--- config.mk ---
export PLATFORM = sky130hd
export DESIGN_NAME = enhanced_clock_page_replacer_flat
export DESIGN_NICKNAME = d
export VERILOG_FILES = /design/src/design/ecpr_pkg.sv /design/src/design/ecpr_if.sv /design/src/design/ecpr_datapath.sv /design/src/design/ecpr_ctrl.sv /design/src/design/enhanced_clock_page_replacer.sv /design/src/flat_wrapper.sv
export SDC_FILE = /design/constraint.sdc
export NUM_CORES = 1
export LEC_CHECK = 0
export ABC_AREA = 1
export ABC_CLOCK_PERIOD_IN_PS = 16300
export BUFFER_PORTS_ARGS = -buffer_cell sky130_fd_sc_hd__buf_2
export CAP_MARGIN = 15
export CORE_MARGIN = 3
export CORE_UTILIZATION = 57
export CTS_CLUSTER_DIAMETER = 200
export DETAILED_ROUTE_END_ITERATION = 8
export PLACE_DENSITY_LB_ADDON = 0.08
export RECOVER_POWER = 50
export SYNTH_ARGS = -nofsm -noshare
export SYNTH_HDL_FRONTEND = slang
export SYNTH_SLANG_ARGS = --single-unit
--- constraint.sdc ---
create_clock -name clk -period 16.3 [get_ports clk]
set_clock_uncertainty 0.1 [all_clocks]
set_input_delay 1.63 -clock clk [delete_from_list [all_inputs] [get_ports clk]]
set_output_delay 1.63 -clock clk [all_outputs]
set_load 0.1 [all_outputs]
--- src/design/ecpr_pkg.sv ---
// shared types and codes for the clock page replacer
`default_nettype none
package ecpr_pkg;
  localparam int FuncW = 2;
  localparam int FrameW = 3;
  localparam int PageW = 20;
  localparam int SwapW = 28;
  localparam int SwapShift = 8;

  typedef enum logic [1:0] {
    FN_INSERT = 2'd0,
    FN_ACCESS = 2'd1,
    FN_EVICT = 2'd2,
    FN_TICK = 2'd3
  } func_t;

  typedef enum logic [1:0] {
    KD_DONE = 2'd0,
    KD_VICTIM = 2'd1,
    KD_WB = 2'd2,
    KD_ERROR = 2'd3
  } kind_t;

  typedef struct packed {
    logic [FuncW-1:0] func;
    logic [FrameW-1:0] frame;
    logic [PageW-1:0] page_number;
    logic is_write;
  } in_word_t;

  typedef struct packed {
    logic [1:0] kind;
    logic [FrameW-1:0] frame_out;
    logic [PageW-1:0] page_out;
    logic write_back_needed;
    logic [SwapW-1:0] swap_slot;
    logic last;
  } out_word_t;

  // controller commands to the datapath
  typedef enum logic [2:0] {
    CMD_NONE,
    CMD_LOAD,
    CMD_INSERT,
    CMD_ACCESS,
    CMD_EV_START,
    CMD_EV_STEP,
    CMD_EV_UNLINK,
    CMD_TK_STEP
  } cmd_t;

  typedef struct packed {
    logic empty;
    logic ins_bad;
    logic cur_clear;
    logic cur_pending;
    logic tk_more;
    logic pend_last;
  } status_t;
endpackage
`default_nettype wire

--- src/design/ecpr_if.sv ---
// valid/ready channel interface carrying one packed word
`default_nettype none
interface ecpr_if #(parameter type word_t = logic);
  logic valid;
  logic ready;
  word_t data;
  modport source(output valid, output data, input ready);
  modport sink(input valid, input data, output ready);
endinterface
`default_nettype wire

--- src/design/ecpr_datapath.sv ---
// frame ring storage, hand and scan cursor
`default_nettype none
module ecpr_datapath #(
  parameter int FRAMES = 8,
  parameter int PAGE_NUMBER_BITS = 20
) (
  input wire logic clk,
  input wire logic rst,
  input wire ecpr_pkg::cmd_t cmd,
  input wire ecpr_pkg::in_word_t in_word,
  output ecpr_pkg::status_t status,
  output ecpr_pkg::out_word_t res
);
  import ecpr_pkg::*;
  localparam int IW = (FRAMES > 1) ? $clog2(FRAMES) : 1;
  localparam int CW = $clog2(FRAMES + 1);

  logic [IW-1:0] nxt [FRAMES];
  logic [IW-1:0] prv [FRAMES];
  logic [PAGE_NUMBER_BITS-1:0] tag [FRAMES];
  logic [FRAMES-1:0] res_m, acc_m, dirty_m, pend_m, copy_m;
  logic [IW-1:0] hand, cur;
  logic [CW-1:0] count, left;
  in_word_t iw;

  logic f_ok;
  logic [IW-1:0] fi;
  logic [IW-1:0] hp, cn, cp;
  logic [PAGE_NUMBER_BITS-1:0] ctag;
  logic [PageW-1:0] cpage;
  logic [FRAMES-1:0] pend_res;

  assign f_ok = 32'(iw.frame) < FRAMES;
  assign fi = IW'(iw.frame);
  assign hp = prv[hand];
  assign cn = nxt[cur];
  assign cp = prv[cur];
  assign ctag = tag[cur];
  assign cpage = PageW'(ctag);
  // resident frames still waiting for a write-back
  assign pend_res = pend_m & res_m;

  assign status.empty = count == '0;
  assign status.ins_bad = !f_ok || res_m[fi];
  assign status.cur_clear = !acc_m[cur] && !dirty_m[cur];
  assign status.cur_pending = pend_m[cur];
  assign status.tk_more = left != '0;
  assign status.pend_last = (pend_res & (pend_res - 1'b1)) == '0;

  always_comb begin
    res = '0;
    res.frame_out = FrameW'(cur);
    res.page_out = cpage;
    res.swap_slot = SwapW'((64'(ctag) + 64'd1) << SwapShift);
    res.write_back_needed = (cmd == CMD_EV_UNLINK) ? !copy_m[cur] : 1'b1;
  end

  always_ff @(posedge clk) begin
    if (rst) begin
      res_m <= '0; acc_m <= '0; dirty_m <= '0; pend_m <= '0; copy_m <= '0;
      hand <= '0; count <= '0; cur <= '0; left <= '0;
    end else begin
      unique case (cmd)
        CMD_LOAD: iw <= in_word;
        CMD_INSERT: begin
          if (count == '0) begin
            nxt[fi] <= fi; prv[fi] <= fi;
          end else begin
            nxt[hp] <= fi; prv[fi] <= hp; nxt[fi] <= hand; prv[hand] <= fi;
          end
          res_m[fi] <= 1'b1;
          tag[fi] <= PAGE_NUMBER_BITS'(iw.page_number);
          acc_m[fi] <= 1'b0; dirty_m[fi] <= 1'b0;
          pend_m[fi] <= 1'b0; copy_m[fi] <= 1'b0;
          hand <= fi;
          count <= count + 1'b1;
        end
        CMD_ACCESS: begin
          if (f_ok && res_m[fi]) begin
            acc_m[fi] <= 1'b1;
            if (iw.is_write) dirty_m[fi] <= 1'b1;
          end
        end
        CMD_EV_START: begin
          cur <= hand; left <= count;
        end
        CMD_EV_STEP: begin
          if (dirty_m[cur]) begin
            dirty_m[cur] <= 1'b0; pend_m[cur] <= 1'b1;
          end else acc_m[cur] <= 1'b0;
          cur <= cn;
        end
        CMD_EV_UNLINK: begin
          nxt[cp] <= cn; prv[cn] <= cp;
          res_m[cur] <= 1'b0;
          count <= count - 1'b1;
          hand <= (count == CW'(1)) ? '0 : cn;
        end
        CMD_TK_STEP: begin
          if (pend_m[cur]) begin
            pend_m[cur] <= 1'b0; dirty_m[cur] <= 1'b0; copy_m[cur] <= 1'b1;
          end
          cur <= cn;
          left <= left - 1'b1;
        end
        default: ;
      endcase
    end
  end
endmodule
`default_nettype wire

--- src/design/ecpr_ctrl.sv ---
// sequencer for insert, access, evict scan and tick sweep
`default_nettype none
module ecpr_ctrl (
  input wire logic clk,
  input wire logic rst,
  input wire logic in_valid,
  output logic in_ready,
  input wire logic [1:0] in_func,
  output logic out_valid,
  input wire logic out_ready,
  output ecpr_pkg::cmd_t cmd,
  input wire ecpr_pkg::status_t status,
  input wire ecpr_pkg::out_word_t dp_res,
  output ecpr_pkg::out_word_t out_data
);
  import ecpr_pkg::*;
  typedef enum logic [2:0] {
    S_IDLE, S_DISPATCH, S_EVSCAN, S_TICK, S_TKOUT, S_OUT
  } state_t;

  state_t state;
  logic any_wb;
  logic [1:0] func_r;

  function automatic out_word_t set_kind(out_word_t w, kind_t k, logic lst);
    out_word_t r;
    r = w;
    r.kind = k;
    r.last = lst;
    return r;
  endfunction

  assign in_ready = state == S_IDLE;

  always_comb begin
    cmd = CMD_NONE;
    unique case (state)
      S_IDLE: if (in_valid) cmd = CMD_LOAD;
      S_DISPATCH: begin
        unique case (func_t'(func_r))
          FN_INSERT: if (!status.ins_bad) cmd = CMD_INSERT;
          FN_ACCESS: cmd = CMD_ACCESS;
          FN_EVICT: if (!status.empty) cmd = CMD_EV_START;
          FN_TICK: cmd = CMD_EV_START;
          default: ;
        endcase
      end
      S_EVSCAN: cmd = status.cur_clear ? CMD_EV_UNLINK : CMD_EV_STEP;
      S_TICK: if (status.tk_more && !status.cur_pending) cmd = CMD_TK_STEP;
      S_TKOUT: if (out_ready) cmd = CMD_TK_STEP;
      default: ;
    endcase
  end

  always_ff @(posedge clk) begin
    if (rst) begin
      state <= S_IDLE; out_valid <= 1'b0; any_wb <= 1'b0; func_r <= '0;
    end else begin
      unique case (state)
        S_IDLE: if (in_valid) begin
          func_r <= in_func; any_wb <= 1'b0; state <= S_DISPATCH;
        end
        S_DISPATCH: begin
          unique case (func_t'(func_r))
            FN_INSERT: begin
              if (status.ins_bad) out_data <= set_kind('0, KD_ERROR, 1'b1);
              else out_data <= set_kind('0, KD_DONE, 1'b1);
              out_valid <= 1'b1; state <= S_OUT;
            end
            FN_ACCESS: begin
              out_data <= set_kind('0, KD_DONE, 1'b1);
              out_valid <= 1'b1; state <= S_OUT;
            end
            FN_EVICT: begin
              if (status.empty) begin
                out_data <= set_kind('0, KD_ERROR, 1'b1);
                out_valid <= 1'b1; state <= S_OUT;
              end else state <= S_EVSCAN;
            end
            default: state <= S_TICK;
          endcase
        end
        S_EVSCAN: if (status.cur_clear) begin
          out_data <= set_kind(dp_res, KD_VICTIM, 1'b1);
          out_valid <= 1'b1; state <= S_OUT;
        end
        S_TICK: begin
          if (!status.tk_more) begin
            if (!any_wb) begin
              out_data <= set_kind('0, KD_DONE, 1'b1);
              out_valid <= 1'b1; state <= S_OUT;
            end else state <= S_IDLE;
          end else if (status.cur_pending) begin
            // final request when this frame is the only one still pending
            out_data <= set_kind(dp_res, KD_WB, status.pend_last);
            out_valid <= 1'b1; any_wb <= 1'b1; state <= S_TKOUT;
          end
        end
        S_TKOUT: begin
          if (out_ready) begin
            out_valid <= 1'b0; state <= S_TICK;
          end
        end
        S_OUT: if (out_ready) begin
          out_valid <= 1'b0; state <= S_IDLE;
        end
        default: state <= S_IDLE;
      endcase
    end
  end
endmodule
`default_nettype wire

--- src/design/enhanced_clock_page_replacer.sv ---
// top level of the enhanced second-chance clock page replacer
// usage:
//   in channel carries func, frame, page_number, is_write; out channel
//   carries kind, frame_out, page_out, write_back_needed, swap_slot, last
//   one item is worked at a time; in.ready is high only when idle
//   insert and access: the dispatch state registers the result word, which
//   is then offered in S_OUT; the next word is taken back in idle
//   evict: after dispatch the scan steps on until a clear frame is unlinked;
//   a frame is stepped over at most twice
//   tick: one sweep step per resident frame, held at each write-back word
//   until it is taken, and a done word when nothing is pending; words of
//   one item end with last set
//   a write-back word is final when its frame is the only resident frame
//   still pending
//   reset clears every mark, the hand and the frame count at once
//   when the receiver stalls the block holds its result word and waits
`default_nettype none
module enhanced_clock_page_replacer #(
  parameter int FRAMES = 8,
  parameter int PAGE_NUMBER_BITS = 20
) (
  input wire logic clk,
  input wire logic rst,
  ecpr_if.sink in_ch,
  ecpr_if.source out_ch
);
  import ecpr_pkg::*;
  cmd_t cmd;
  status_t status;
  out_word_t dp_res, held;
  in_word_t iw;
  logic ov;

  assign iw = in_ch.data;

  ecpr_datapath #(.FRAMES(FRAMES), .PAGE_NUMBER_BITS(PAGE_NUMBER_BITS)) u_dp (
    .clk, .rst, .cmd, .in_word(iw), .status, .res(dp_res)
  );

  ecpr_ctrl u_ctrl (
    .clk, .rst,
    .in_valid(in_ch.valid), .in_ready(in_ch.ready), .in_func(iw.func),
    .out_valid(ov), .out_ready(out_ch.ready),
    .cmd, .status, .dp_res, .out_data(held)
  );

  // result word comes straight from the controller's output register
  assign out_ch.valid = ov;
  assign out_ch.data = held;
endmodule
`default_nettype wire

--- src/flat_wrapper.sv ---
// flat-port wrapper written by rule: the top's interface ports become plain ports
module enhanced_clock_page_replacer_flat import ecpr_pkg::*;
#(
  parameter int FRAMES = 8,
  parameter int PAGE_NUMBER_BITS = 20
)
  (clk, rst, in_ch_valid, in_ch_data, in_ch_ready, out_ch_valid, out_ch_data, out_ch_ready);
  ecpr_if #(.word_t(in_word_t)) in_ch_i ();
  ecpr_if #(.word_t(out_word_t)) out_ch_i ();
  input wire logic clk;
  input wire logic rst;
  input wire logic [$bits(in_ch_i.valid)-1:0] in_ch_valid;
  input wire logic [$bits(in_ch_i.data)-1:0] in_ch_data;
  output wire logic [$bits(in_ch_i.ready)-1:0] in_ch_ready;
  output wire logic [$bits(out_ch_i.valid)-1:0] out_ch_valid;
  output wire logic [$bits(out_ch_i.data)-1:0] out_ch_data;
  input wire logic [$bits(out_ch_i.ready)-1:0] out_ch_ready;
  assign in_ch_i.valid = in_ch_valid;
  assign in_ch_i.data = in_ch_data;
  assign in_ch_ready = in_ch_i.ready;
  assign out_ch_valid = out_ch_i.valid;
  assign out_ch_data = out_ch_i.data;
  assign out_ch_i.ready = out_ch_ready;
  enhanced_clock_page_replacer #(.FRAMES(FRAMES), .PAGE_NUMBER_BITS(PAGE_NUMBER_BITS)) u_core (.clk(clk), .rst(rst), .in_ch(in_ch_i), .out_ch(out_ch_i));
endmodule
Yosys cells after proc, flatten, opt, wreduce, memory -nomap -nowiden. Memory sizes are Yosys's and may differ from the RTL's. A register that Yosys moved wholly into a read port is not among the register bits. Index checks and enable logic that the tools add are counted.

Add/sub/neg operators: 5. Reductions and logical operators: 38. Eq/ne operators: 34. Mux-type cells: 101. Bitwise gates (word level): 23. Order comparisons: 4.

Operators with widths (count): $mux W55 (6); $pmux W55 S3 (2); $and A8 B8 Y8 (10); $mux W3 (26); $mux W8 (9); $pmux W8 S3 (2); $or A8 B8 Y8 (5); $mux W1 (33); $pmux W8 S2 (2); $pmux W8 S4 (1); $ne A2 B2 Y1 const B (11); $add A20 B1 Y20 const B (1); $eq A3 B3 Y1 const B (6); $pmux W3 S2 (3); $pmux W3 S6 (1); $not A8 Y8 (2); $pmux W4 S2 (2); $bmux W1 S3 (5); $pmux W3 S5 (1); $reduce_and A7 Y1 (2); $eq A3 B2 Y1 const B (4); $ne A3 B3 Y1 const B (4); $pmux W3 S4 (1); $reduce_bool A4 Y1 (3); other kinds (33) (63).

Bits in writable memories: 208. Bits of input ports: 30. Register bits after elaboration: 140. Memories: 3. Word-level logic and storage cells: 230. Output and inout bits: 57.

Memory list: u_core.u_dp.tag (words 8, width 20, rd ports 1, clocked after Yosys merged registers in 1, write ports 1, line ecpr_datapath.sv:20) `logic [PAGE_NUMBER_BITS-1:0] tag [FRAMES];`; u_core.u_dp.nxt (words 8, width 3, rd ports 1, clocked after Yosys merged registers in 1, write ports 2, line ecpr_datapath.sv:18) `logic [IW-1:0] nxt [FRAMES];`; u_core.u_dp.prv (words 8, width 3, rd ports 2, clocked after Yosys merged registers in 2, write ports 2, line ecpr_datapath.sv:19) `logic [IW-1:0] prv [FRAMES];`.

Depth between registers and ports, before layout. Gate-level depths: netlist of run 1.

Depth in word-level cells: 13. Mapped depth: 20. Mapped depth without buffers: 19.

By module. A second synthesis of run 1 with hierarchy kept.

Cells, all modules: 2076. Area total of the unflattened synthesis: 17849.6 um^2.

By module, submodules not included: ecpr_datapath (times used 1, seq. area each 8167.8 um^2, cells each 1799, area an instance 15108.2 um^2); ecpr_ctrl (times used 1, seq. area each 1791.7 um^2, cells each 277, area an instance 2741.4 um^2).

Least setup slack after synthesis of run 1. Ideal clock, no wire load.

Path kind: in2reg. Start point: input port rst. End point: register u_core.u_ctrl.out_data[0] in the netlist's numbering, enable pin. Stages on the path: 2. Required time: 15.632 ns. Library setup time: 0.568 ns. Buffers on the path: 1. Slack: 9.179 ns. Data arrival time: 6.453 ns. Path through: clkbuf_1 > nor4_1.

Longest elaborated chain between the ends: 2.

Ends and longest elaborated chain: start, declared (line flat_wrapper.sv:11) `input wire logic rst;`; $not A1 Y1 (no line); $reduce_and A7 Y1 (no line); end signal, assigned (line ecpr_ctrl.sv:66) `if (status.ins_bad) out_data <= set_kind('0, KD_ERROR, 1'b1);`; end signal, assigned (line ecpr_ctrl.sv:67) `else out_data <= set_kind('0, KD_DONE, 1'b1);`; end signal, assigned (line ecpr_ctrl.sv:71) `out_data <= set_kind('0, KD_DONE, 1'b1);`; end, declared (line ecpr_ctrl.sv:14) `output ecpr_pkg::out_word_t out_data`.

No other way between the ends. A chain may end at the register's enable or synchronous reset.

Final worst setup path of run 1.
Start point: register u_core.u_dp.iw, in the netlist u_core.u_dp.fi[1]. End point: memory u_core.u_dp.tag[2][18], enable pin.

Longest elaborated chain between the ends: 9.

Ends and longest elaborated chain: start, declared (line ecpr_datapath.sv:24) `in_word_t iw;`; start signal, assigned (line ecpr_datapath.sv:64) `CMD_LOAD: iw <= in_word;`; $bmux W1 S3 (line ecpr_datapath.sv:44) `assign status.ins_bad = !f_ok || res_m[fi];`; $mux W1 (not written as such) (line ecpr_datapath.sv:44); $mux W2 (line ecpr_ctrl.sv:41) `FN_INSERT: if (!status.ins_bad) cmd = CMD_INSERT;`; $pmux W3 S4 (line ecpr_ctrl.sv:40) `unique case (func_t'(func_r))`; $pmux W3 S5 (line ecpr_ctrl.sv:37) `unique case (state)`; $eq A3 B2 Y1 (line ecpr_datapath.sv:63) `unique case (cmd)`; $mux W1 (line ecpr_datapath.sv:63); $mux W1 (line ecpr_datapath.sv:59) `if (rst) begin`; $mux W1 (not written as such) (line ecpr_datapath.sv:72) `tag[fi] <= PAGE_NUMBER_BITS'(iw.page_number);`; end, declared (line ecpr_datapath.sv:20).

Parallel ways exist; a longest one is shown, timed or not. The select of a mux whose other input is x is not followed.

==> results of run 1 <==
## placed cells by master (no fill, tap or decap), drive strengths merged, types with 6 or more instances in the layout
cell,n
a211oi,12
a21oi,67
buf,46
clkbuf,109
clkinv,15
conb,8
dfxtp,67
edfxtp,279
ha,9
inv,179
nand2,417
nand3,84
nand4,19
nor2,324
nor3,22
o211ai,17
o21ai,219
o22ai,38
o31ai,6
## synthesized netlist by cell type (4+ instances only)
| cell type | instances | share of area |
|---|---|---|
| sky130_fd_sc_hd__buf_2 | 33 | 0.0098 |
| sky130_fd_sc_hd__ha_1 | 9 | 0.0067 |
| sky130_fd_sc_hd__nand2_4 | 4 | 0.0027 |
| sky130_fd_sc_hd__nor2_4 | 9 | 0.0060 |
| sky130_fd_sc_hd__clkbuf_1 | 22 | 0.0049 |
| sky130_fd_sc_hd__buf_6 | 6 | 0.0040 |
| sky130_fd_sc_hd__nand3_1 | 72 | 0.021 |
| sky130_fd_sc_hd__nor2_2 | 8 | 0.0030 |
| sky130_fd_sc_hd__nand3_2 | 11 | 0.0065 |
| sky130_fd_sc_hd__clkinv_1 | 4 | 0.00089 |
| sky130_fd_sc_hd__a22oi_1 | 5 | 0.0022 |
| sky130_fd_sc_hd__a211oi_1 | 12 | 0.0053 |
| sky130_fd_sc_hd__nand4_1 | 16 | 0.0059 |
| sky130_fd_sc_hd__o21ai_1 | 16 | 0.0047 |
| sky130_fd_sc_hd__inv_1 | 150 | 0.033 |
| sky130_fd_sc_hd__edfxtp_1 | 279 | 0.50 |
| sky130_fd_sc_hd__o31ai_1 | 6 | 0.0027 |
| sky130_fd_sc_hd__nand2_1 | 403 | 0.089 |
| sky130_fd_sc_hd__nand2_2 | 10 | 0.0037 |
| sky130_fd_sc_hd__nor3_1 | 20 | 0.0059 |
| sky130_fd_sc_hd__dfxtp_1 | 67 | 0.079 |
| sky130_fd_sc_hd__o211ai_1 | 17 | 0.0075 |
| sky130_fd_sc_hd__inv_2 | 27 | 0.0060 |
| sky130_fd_sc_hd__o22ai_1 | 38 | 0.014 |
| sky130_fd_sc_hd__o21ai_0 | 198 | 0.059 |
| sky130_fd_sc_hd__buf_4 | 12 | 0.0053 |
| sky130_fd_sc_hd__a21oi_1 | 64 | 0.019 |
| sky130_fd_sc_hd__buf_1 | 7 | 0.0016 |
| sky130_fd_sc_hd__o21ai_2 | 5 | 0.0026 |
| sky130_fd_sc_hd__nor2_1 | 304 | 0.067 |
| sky130_fd_sc_hd__a31oi_1 | 5 | 0.0018 |
## report_power, final
| part | leakage (uW) | switching [uW] | internal, uW |
|---|---|---|---|
| clock network | 0.000572 | 339 | 469 |
| registers | 0.00308 | 112 | 1150 |
| logic | 0.00355 | 1350 | 367 |
| total | 0.00720 | 1800 | 1980 |
## state kept, by name (all words and copies together), names as in the netlist, 21 cells and up, named ones only
signal and flops:
u_core.u_dp.prv 24, u_core.u_ctrl.out_data 47, u_core.u_dp.tag 160, u_core.u_dp.iw 21, u_core.u_dp.nxt 24
## metrics by stage
stage	hold WS (ns)	setup WS (ns)	instance area (um^2)	power, uW	utilization
finish	0.365	10.82	18600	3780	0.643
CTS	0.368	12.15	18700	3800	0.647
detailed placement	0.360	11.61	17600	2990	0.607
global route	0.395	10.35	18600	4010	0.643
global placement	0.351	11.71	17600	2970	0.607
floorplan	0.337	9.18	16900	2560	-
## routing by layer
layer,global-route usage,part of all wire
met3,0.0464,0.080
met1,0.403,0.44
met5,0,0
met4,0.0695,0.019
met2,0.429,0.46
## cell type report
cell class / instances / area [um^2]
repair buffers: 99 / 487
clock inverters: 13 / 110
inverters: 182 / 688
clock buffers: 56 / 1060
flip-flops and latches: 346 / 9720
well taps: 384 / 480
fillers: 2414 / 10300
multi-input cells: 1274 / 6060
## path summary, 6_finish.rpt
| path | start | endpoint | cells past startpoint |
|---|---|---|---|
| min reg2reg | u_core.u_dp.left[3] | u_core.u_dp.left[3] | 2 |
| min | u_core.u_dp.left[3] | u_core.u_dp.left[3] | 2 |
| max | u_core.u_dp.fi[1] | u_core.u_dp.tag[2][18] | 14 |
| max reg2reg | u_core.u_dp.fi[1] | u_core.u_dp.tag[2][18] | 14 |
## worst register-to-register path: cells and delay by family, from the launching register on
| family | cells | cell delay (ns) |
|---|---|---|
| DFF | 1 | 0.31 |
| buffers and inverters | 3 | 1.82 |
| and+or+nand+nor | 11 | 2.92 |
## cells by family after synthesis
logic type,Yosys count
and+or+nand+nor,875
other,1
muxes,1
adders and majority gates,9
xor gates and xnor gates,4
AOI/OAI and AO/OA,377
DFF,346
buffers and inverters,264
==> impl_results.rst, run 1 <==
.. list-table::
   :header-rows: 1

   * - Metric
     - Value
   * - Run status
     - complete, but fails checks
   * - Violations in the final reports
     - max-capacitance violations, max-slew violations
   * - Adder and majority gate portion of the synthesized area
     - 0.00666
   * - Number of sinks driven by the clock tree
     - 346
   * - Highest fanout seen on the critical path
     - 28
   * - GP Congestion
     - 0.960
   * - Detail-routed net length per standard cell
     - 18.6 um
   * - Warnings from Yosys
     - 0
   * - Number of design rule violations left after detail routing
     - 0
   * - Worst Setup End Kind
     - flip-flop
   * - Post-Route WL
     - 43.9 mm
   * - Proportion of layout cells with a drive suffix above 1
     - 0.0934
   * - Cell Area, Synth
     - 0.0169 mm^2
   * - Detailed router's first-iteration violation count
     - 1597
   * - Post-route antenna net violation count
     - 0
   * - Post-Synthesis Mean Instance Area
     - 9.01 um^2
   * - Cell-by-cell trace of the critical path
     - clkbuf_1 -> nor2_1 -> nand3_1 -> nand2_1 -> nor2_1 -> nand2_1 -> nand2_1 -> nand2_1 -> nand3_1 -> nand2_1 -> nor2_1 -> inv_1 -> nor3_2 -> buf_4
   * - Crit path max-delay family
     - simple AND/OR/NAND/NOR gates
   * - Maximum buffer depth of the clock tree
     - 3
   * - Top-level port count
     - 87
   * - Post-route fraction of the period consumed by the critical path
     - 0.336
   * - Share of synthesized flip-flops with an asynchronous set or reset
     - 0
   * - Areal power density over the cells
     - 203 mW/mm^2
   * - Count of instances resized after the clock tree is built
     - 0
   * - Die outline area
     - 0.0318 mm^2
   * - Critical Path AT
     - 5.57 ns
   * - Via density per instance
     - 5.72
   * - Number of enable flip-flop cells after synthesis
     - 279
   * - Compound-gate portion of the synthesized area
     - 0.124
   * - Max-Cap Viols
     - 4
   * - Required time at the endpoint of the critical path
     - 16.38 ns
   * - Final TNS setup
     - 0 ns
   * - Transition at the pin with the smallest max-transition slack
     - 2.00 ns
   * - Leakage power of the design
     - 0.00720 uW
   * - Cell seen most often among critical-path stages
     - sky130_fd_sc_hd__nand2_1
   * - Placed wire-length estimate
     - 29.4 mm
   * - Area fraction in and, or, nand and nor cells after synthesis
     - 0.225
   * - Max frequency
     - 0.182 GHz
   * - Final net count
     - 1980
   * - Worst path slowest cell
     - sky130_fd_sc_hd__clkbuf_1
   * - Delay contributed by the slowest stage of the critical path
     - 1.13 ns
   * - Std-Cell Rows
     - 62
   * - Final Setup Violations
     - 0
   * - Setup repair after global routing missed its margin
     - false
   * - TritonCTS Buffers
     - 38
   * - Vias in the first global route
     - 12557
   * - Standard cell core area
     - 0.0289 mm^2
   * - R2R Setup Slk
     - 10.82 ns
   * - Hold violation total from the final report
     - 0
   * - Residual overflow from global routing
     - 0
   * - Sequential element share of the synthesized area
     - 0.575
   * - Area Growth Syn to Fin
     - 10.0%
   * - Count of cell types in the netlist
     - 57
   * - CTS tree
     - built
   * - Hold/Removal Path Class
     - flip-flop to flip-flop
   * - Global-route wire length before repair
     - 68.3 mm
   * - Dominant combinational cell family by area after synthesis
     - simple AND/OR/NAND/NOR gates
   * - # hold bufs at CTS
     - 0
   * - Effective utilization at floorplan
     - 0.584
   * - Max Slew Vio Count
     - 155
   * - Pin count of the biggest net entering global routing
     - 80
   * - Floorplan die height
     - 178 um
   * - Die X-Extent
     - 178 um
   * - First-pass iteration count of the detailed router
     - 5
   * - Routed vias
     - 13459
   * - Area share of xor/xnor cells in the synthesized design
     - 0.00207
   * - Clock latency on the worst-skew pair
     - 0.53 ns
   * - Class of the most critical setup path
     - flip-flop to flip-flop
   * - Min cycle time layout
     - 5.48 ns
   * - Critical path buffer and inverter count
     - 3
   * - Count of placed standard cells in the final layout, fillers left out
     - 2354
   * - Predominant post-synthesis flop cell
     - sky130_fd_sc_hd__edfxtp_1
   * - Kind of start point of the critical path
     - flip-flop
   * - Clock tree root buffer cell
     - sky130_fd_sc_hd__clkbuf_16
   * - Multiplexer area fraction after synthesis
     - 0.000592
   * - Total Routing Usage GR
     - 0.275
   * - N_diodes
     - 0
   * - Number of instances in the placed design
     - 2283
   * - Rel. slew slack
     - -0.337
   * - PortBufs
     - 78
   * - Flip-flop and latch count after synthesis
     - 346
   * - CTS H-tree lvls
     - 2
   * - Synthesized netlist cell count
     - 1877
   * - Post-CTS setup buffer count
     - 0
   * - Clock transition time at the flip-flop clock pins of the worst setup and hold paths
     - 0.06 ns
   * - Max VDD drop
     - 0.129 mV
   * - Number of antenna violations at the first check in global routing
     - 0
Note: power is estimated with default switching activity, not from simulation.
==> inputs of run 2 (changes only) <==
--- a/config.mk
+++ b/config.mk
@@ -6,11 +6,11 @@
 export NUM_CORES = 1
 export LEC_CHECK = 0
 export ABC_AREA = 1
-export ABC_CLOCK_PERIOD_IN_PS = 16300
+export ABC_CLOCK_PERIOD_IN_PS = 4550
 export BUFFER_PORTS_ARGS = -buffer_cell sky130_fd_sc_hd__buf_2
 export CAP_MARGIN = 15
 export CORE_MARGIN = 3
-export CORE_UTILIZATION = 57
+export CORE_UTILIZATION = 56
 export CTS_CLUSTER_DIAMETER = 200
 export DETAILED_ROUTE_END_ITERATION = 8
 export PLACE_DENSITY_LB_ADDON = 0.08
==> constraint.sdc (replaced) <==
create_clock -name clk -period 4.55 [get_ports clk]
set_clock_uncertainty 0.1 [all_clocks]
set_input_delay 0.455 -clock clk [delete_from_list [all_inputs] [get_ports clk]]
set_output_delay 0.455 -clock clk [all_outputs]
set_load 0.1 [all_outputs]
==> run 2 against run 1 <==
  * The run still ends with max-capacitance violations, max-slew violations left
  * Count of clock-buffer cells in the layout fell by 4
  * Final cell count grew 0.85%
  * Non-clock buffer count increased by 23
  * Critical path depth is 2 lower
  * Utilization rose by 0.55 points
  * Power grew to 3.7 times the previous value
  * Combinational power increased to 3.6 times the previous value
  * Fmax up 43%
  * Routed wire length is 2.6% higher
  * First-iteration DRC count shrank 11%
  * Critical path type unchanged
  * Largest power group unchanged
==> impl_results.rst, run 2 (same netlist as run 1, synthesis figures left out) <==
.. list-table::
   :header-rows: 1

   * - Metric
     - Value
   * - Number of sinks driven by the clock tree
     - 346 (unchanged)
   * - Run status
     - complete, but fails checks
   * - Detail-routed net length per standard cell
     - 19.0 um (+1.7%)
   * - Met2 routed WL
     - 20.7 mm (+2.1%)
   * - PortBufs
     - 78 (unchanged)
   * - # hold bufs at CTS
     - 17 (+17)
   * - Clock tree root buffer cell
     - sky130_fd_sc_hd__clkbuf_16
   * - GP Congestion
     - 0.975 (+1.6%)
   * - Number of antenna violations at the first check in global routing
     - 0 (unchanged)
   * - Final TNS setup
     - 0 ns (unchanged)
   * - Post-route fraction of the period consumed by the critical path
     - 0.840 (+0.504)
   * - Rel. slew slack
     - -0.213 (+0.124)
   * - Commonest non-fill, non-tap cells in the layout
     - sky130_fd_sc_hd__nand2_1 (407), sky130_fd_sc_hd__nor2_1 (301), sky130_fd_sc_hd__edfxtp_1 (279), sky130_fd_sc_hd__o21ai_0 (198), sky130_fd_sc_hd__inv_1 (153)
   * - Proportion of layout cells with a drive suffix above 1
     - 0.0975 (+0.00409)
   * - Largest register FFs
     - 160 (unchanged)
   * - Vias in the first global route
     - 13032 (+3.8%)
   * - Highest routed metal layer
     - met4
   * - First-pass iteration count of the detailed router
     - 6 (+1)
   * - Max Slew Vio Count
     - 35 (-77%)
   * - Die X-Extent
     - 180 um (+0.86%)
   * - Crit Reg-Reg Startpoint
     - u_core.u_dp.cur[0]
   * - Setup repair after global routing missed its margin
     - false
   * - Net switching power of the design
     - 6470 uW (+260%)
   * - Post-Route WL
     - 45.0 mm (+2.6%)
   * - Worst path slowest cell
     - sky130_fd_sc_hd__dfxtp_1
   * - Number of cells on the worst hold path
     - 1 (-1)
   * - Maximum buffer depth of the clock tree
     - 3 (unchanged)
   * - Post-route antenna net violation count
     - 0 (unchanged)
   * - Clk network pwr share
     - 0.226 (+0.013)
   * - Placed wire-length estimate
     - 30.5 mm (+3.5%)
   * - Cell-by-cell trace of the critical path
     - nand2_1 -> nand3_1 -> nand2_1 -> nor2_1 -> nand2_1 -> nand2_1 -> inv_2 -> nor2_8 -> nand2_4 -> nor2_1 -> nand2_1 -> o31ai_1
   * - Worst hold slack across all endpoints
     - 0.0165 ns (-0.349 ns)
   * - Violations in the final reports
     - max-capacitance violations, max-slew violations
   * - Total Routing Usage GR
     - 0.271 (-0.00351)
   * - Pin count of the biggest net entering global routing
     - 71 (-11%)
   * - Die outline area
     - 0.0323 mm^2 (+1.7%)
   * - Detailed router's first-iteration violation count
     - 1423 (-11%)
   * - Max frequency
     - 0.262 GHz (+43%)
   * - Met3 routed wirelength
     - 3.93 mm (+11%)
   * - Top-level port count
     - 87 (unchanged)
   * - Highest fanout seen on the critical path
     - 19 (-32%)
   * - Post-CTS setup buffer count
     - 0 (unchanged)
   * - N_diodes
     - 0 (unchanged)
   * - Min cycle time layout
     - 3.82 ns (-1.66 ns)
   * - Delay contributed by the slowest stage of the critical path
     - 0.77 ns (-0.36 ns)
   * - Most common cell after layout, fill and taps aside
     - sky130_fd_sc_hd__nand2_1
   * - Clock transition time at the flip-flop clock pins of the worst setup and hold paths
     - 0.06 ns (about the same)
   * - Fill cell count
     - 2368 (-1.9%)
   * - Path depth of the worst reg2reg path
     - 12 (-2)
   * - Via density per instance
     - 5.76 (+0.74%)
   * - Count of instances resized after the clock tree is built
     - 0 (unchanged)
   * - CTS H-tree lvls
     - 2 (unchanged)
   * - Final net count
     - 2003 (+1.2%)
   * - TritonCTS Buffers
     - 38 (unchanged)
   * - Standard cell core area
     - 0.0292 mm^2 (+1.1%)
   * - Leakage power of the design
     - 0.00736 uW (+2.2%)
   * - Net Sw Frac
     - 0.466 (-0.00969)
   * - Source of the critical timing path
     - u_core.u_dp.cur[0]
   * - Class of the most critical setup path
     - flip-flop to flip-flop
   * - Required time at the endpoint of the critical path
     - 4.61 ns (-11.77 ns)
   * - Global-route wire length before repair
     - 71.0 mm (+4.0%)
   * - Effective utilization at floorplan
     - 0.578 (-0.00620)
   * - Hold violation total from the final report
     - 0 (unchanged)
   * - Residual overflow from global routing
     - 0 (unchanged)
   * - Length of routed wiring on met1
     - 19.3 mm (+0.16%)
   * - Area Growth Syn to Fin
     - 12.2%
   * - Number of design rule violations left after detail routing
     - 0 (unchanged)
   * - Register containing the most flip-flops in the final layout
     - u_core.u_dp.tag
   * - Floorplan die height
     - 180 um (+0.86%)
   * - Part of the power in registers
     - 0.327 (-0.006)
   * - Internal power of the cells
     - 7400 uW (+270%)
   * - CTS tree
     - built
   * - Hold/Removal Path Class
     - input port to flip-flop
   * - Worst Setup End Kind
     - flip-flop
   * - HP Start
     - in_ch_data[22]
   * - Kind of start point of the critical path
     - flip-flop
   * - Max-Cap Viols
     - 1 (-3)
   * - Max VDD drop
     - 0.472 mV (+270%)
   * - Registers with the most flip-flops
     - u_core.u_dp.tag: 160 flops, u_core.u_ctrl.out_data: 47 flops
   * - Std-Cell Rows
     - 62 (unchanged)
   * - Final Setup Violations
     - 0 (unchanged)
   * - Combinational group share of total power
     - 0.446 (-0.008)
   * - Clock latency on the worst-skew pair
     - 0.53 ns (about the same)
   * - Routed vias
     - 13674 (+1.6%)
   * - Cell seen most often among critical-path stages
     - sky130_fd_sc_hd__nand2_1
   * - Critical Path AT
     - 3.88 ns (-1.69 ns)
   * - Transition at the pin with the smallest max-transition slack
     - 1.82 ns (-0.186 ns)
   * - Areal power density over the cells
     - 731 mW/mm^2 (+260%)
==> run 2: cell count changes in the layout (fill, tap and decap cells not counted), sizes merged <==
cell / delta
buf: +2
bufinv: +3
dlygate4sd3: +17
clkinv: -3
inv: -1
clkinvlp: +2
==> run 2: metrics by stage <==
stage           util  instance area [um^2]  std cells  setup WS [ns]  total power (uW)
2_1_floorplan      -                 16900       1884         0.0782              9170
3_3_place_gp   0.604                 17700       2291           1.10             10700
3_5_place_dp   0.604                 17700       2291           1.01             10800
4_1_cts        0.654                 19100       2374           1.00             13900
5_1_grt        0.649                 19000       2374          0.412             14700
6_report       0.649                 19000       2374          0.727             13900
==> run 2: area by class of cell <==
cell class | count | area (um^2) | area share
Sequential cell | 346 | 9720 | 0.513
Clock inverter | 14 | 194 | 0.0102
Multi-Input combinational cell | 1274 | 6080 | 0.321
Clock buffer | 52 | 1100 | 0.0578
Tap cell | 384 | 480 | 0.0253
Timing Repair Buffer | 122 | 706 | 0.0372
Inverter | 182 | 688 | 0.0363
==> run 2: worst paths after layout <==
kind	endpoint	slack, ns
min	u_core.u_dp.fi[1]	0.02
min reg2reg	u_core.u_dp.acc_m[5]	0.36
max	u_core.u_dp.prv[0][1]	0.73
max reg2reg	u_core.u_dp.prv[0][1]	0.73
==> run 2: per-layer routing <==
layer	global-route usage	vias up
li1	-	6516
met1	0.389	6424
met2	0.426	650
met3	0.0497	84
met4	0.0808	0
met5	0	-
==> run 2: worst max-delay path: cells and delay by family (launching register included) <==
| kind | cells | cell delay [ns] |
|---|---|---|
| AOI/OAI and AO/OA | 1 | 0.55 |
| buffers and inverters | 1 | 0.20 |
| DFF | 1 | 0.77 |
| and+or+nand+nor | 10 | 1.83 |
==> run 2: power by group through the flow <==
| stage | logic (uW) | registers [uW] | clock network, uW |
|---|---|---|---|
| final | 6190 | 4540 | 3140 |
| after CTS | 6230 | 4530 | 3180 |
| after floorplan | 3880 | 5300 | 0 |
| after global placement | 6090 | 4580 | 0 |
| after detailed placement | 6180 | 4590 | 0 |
| after global routing | 6760 | 4590 | 3320 |
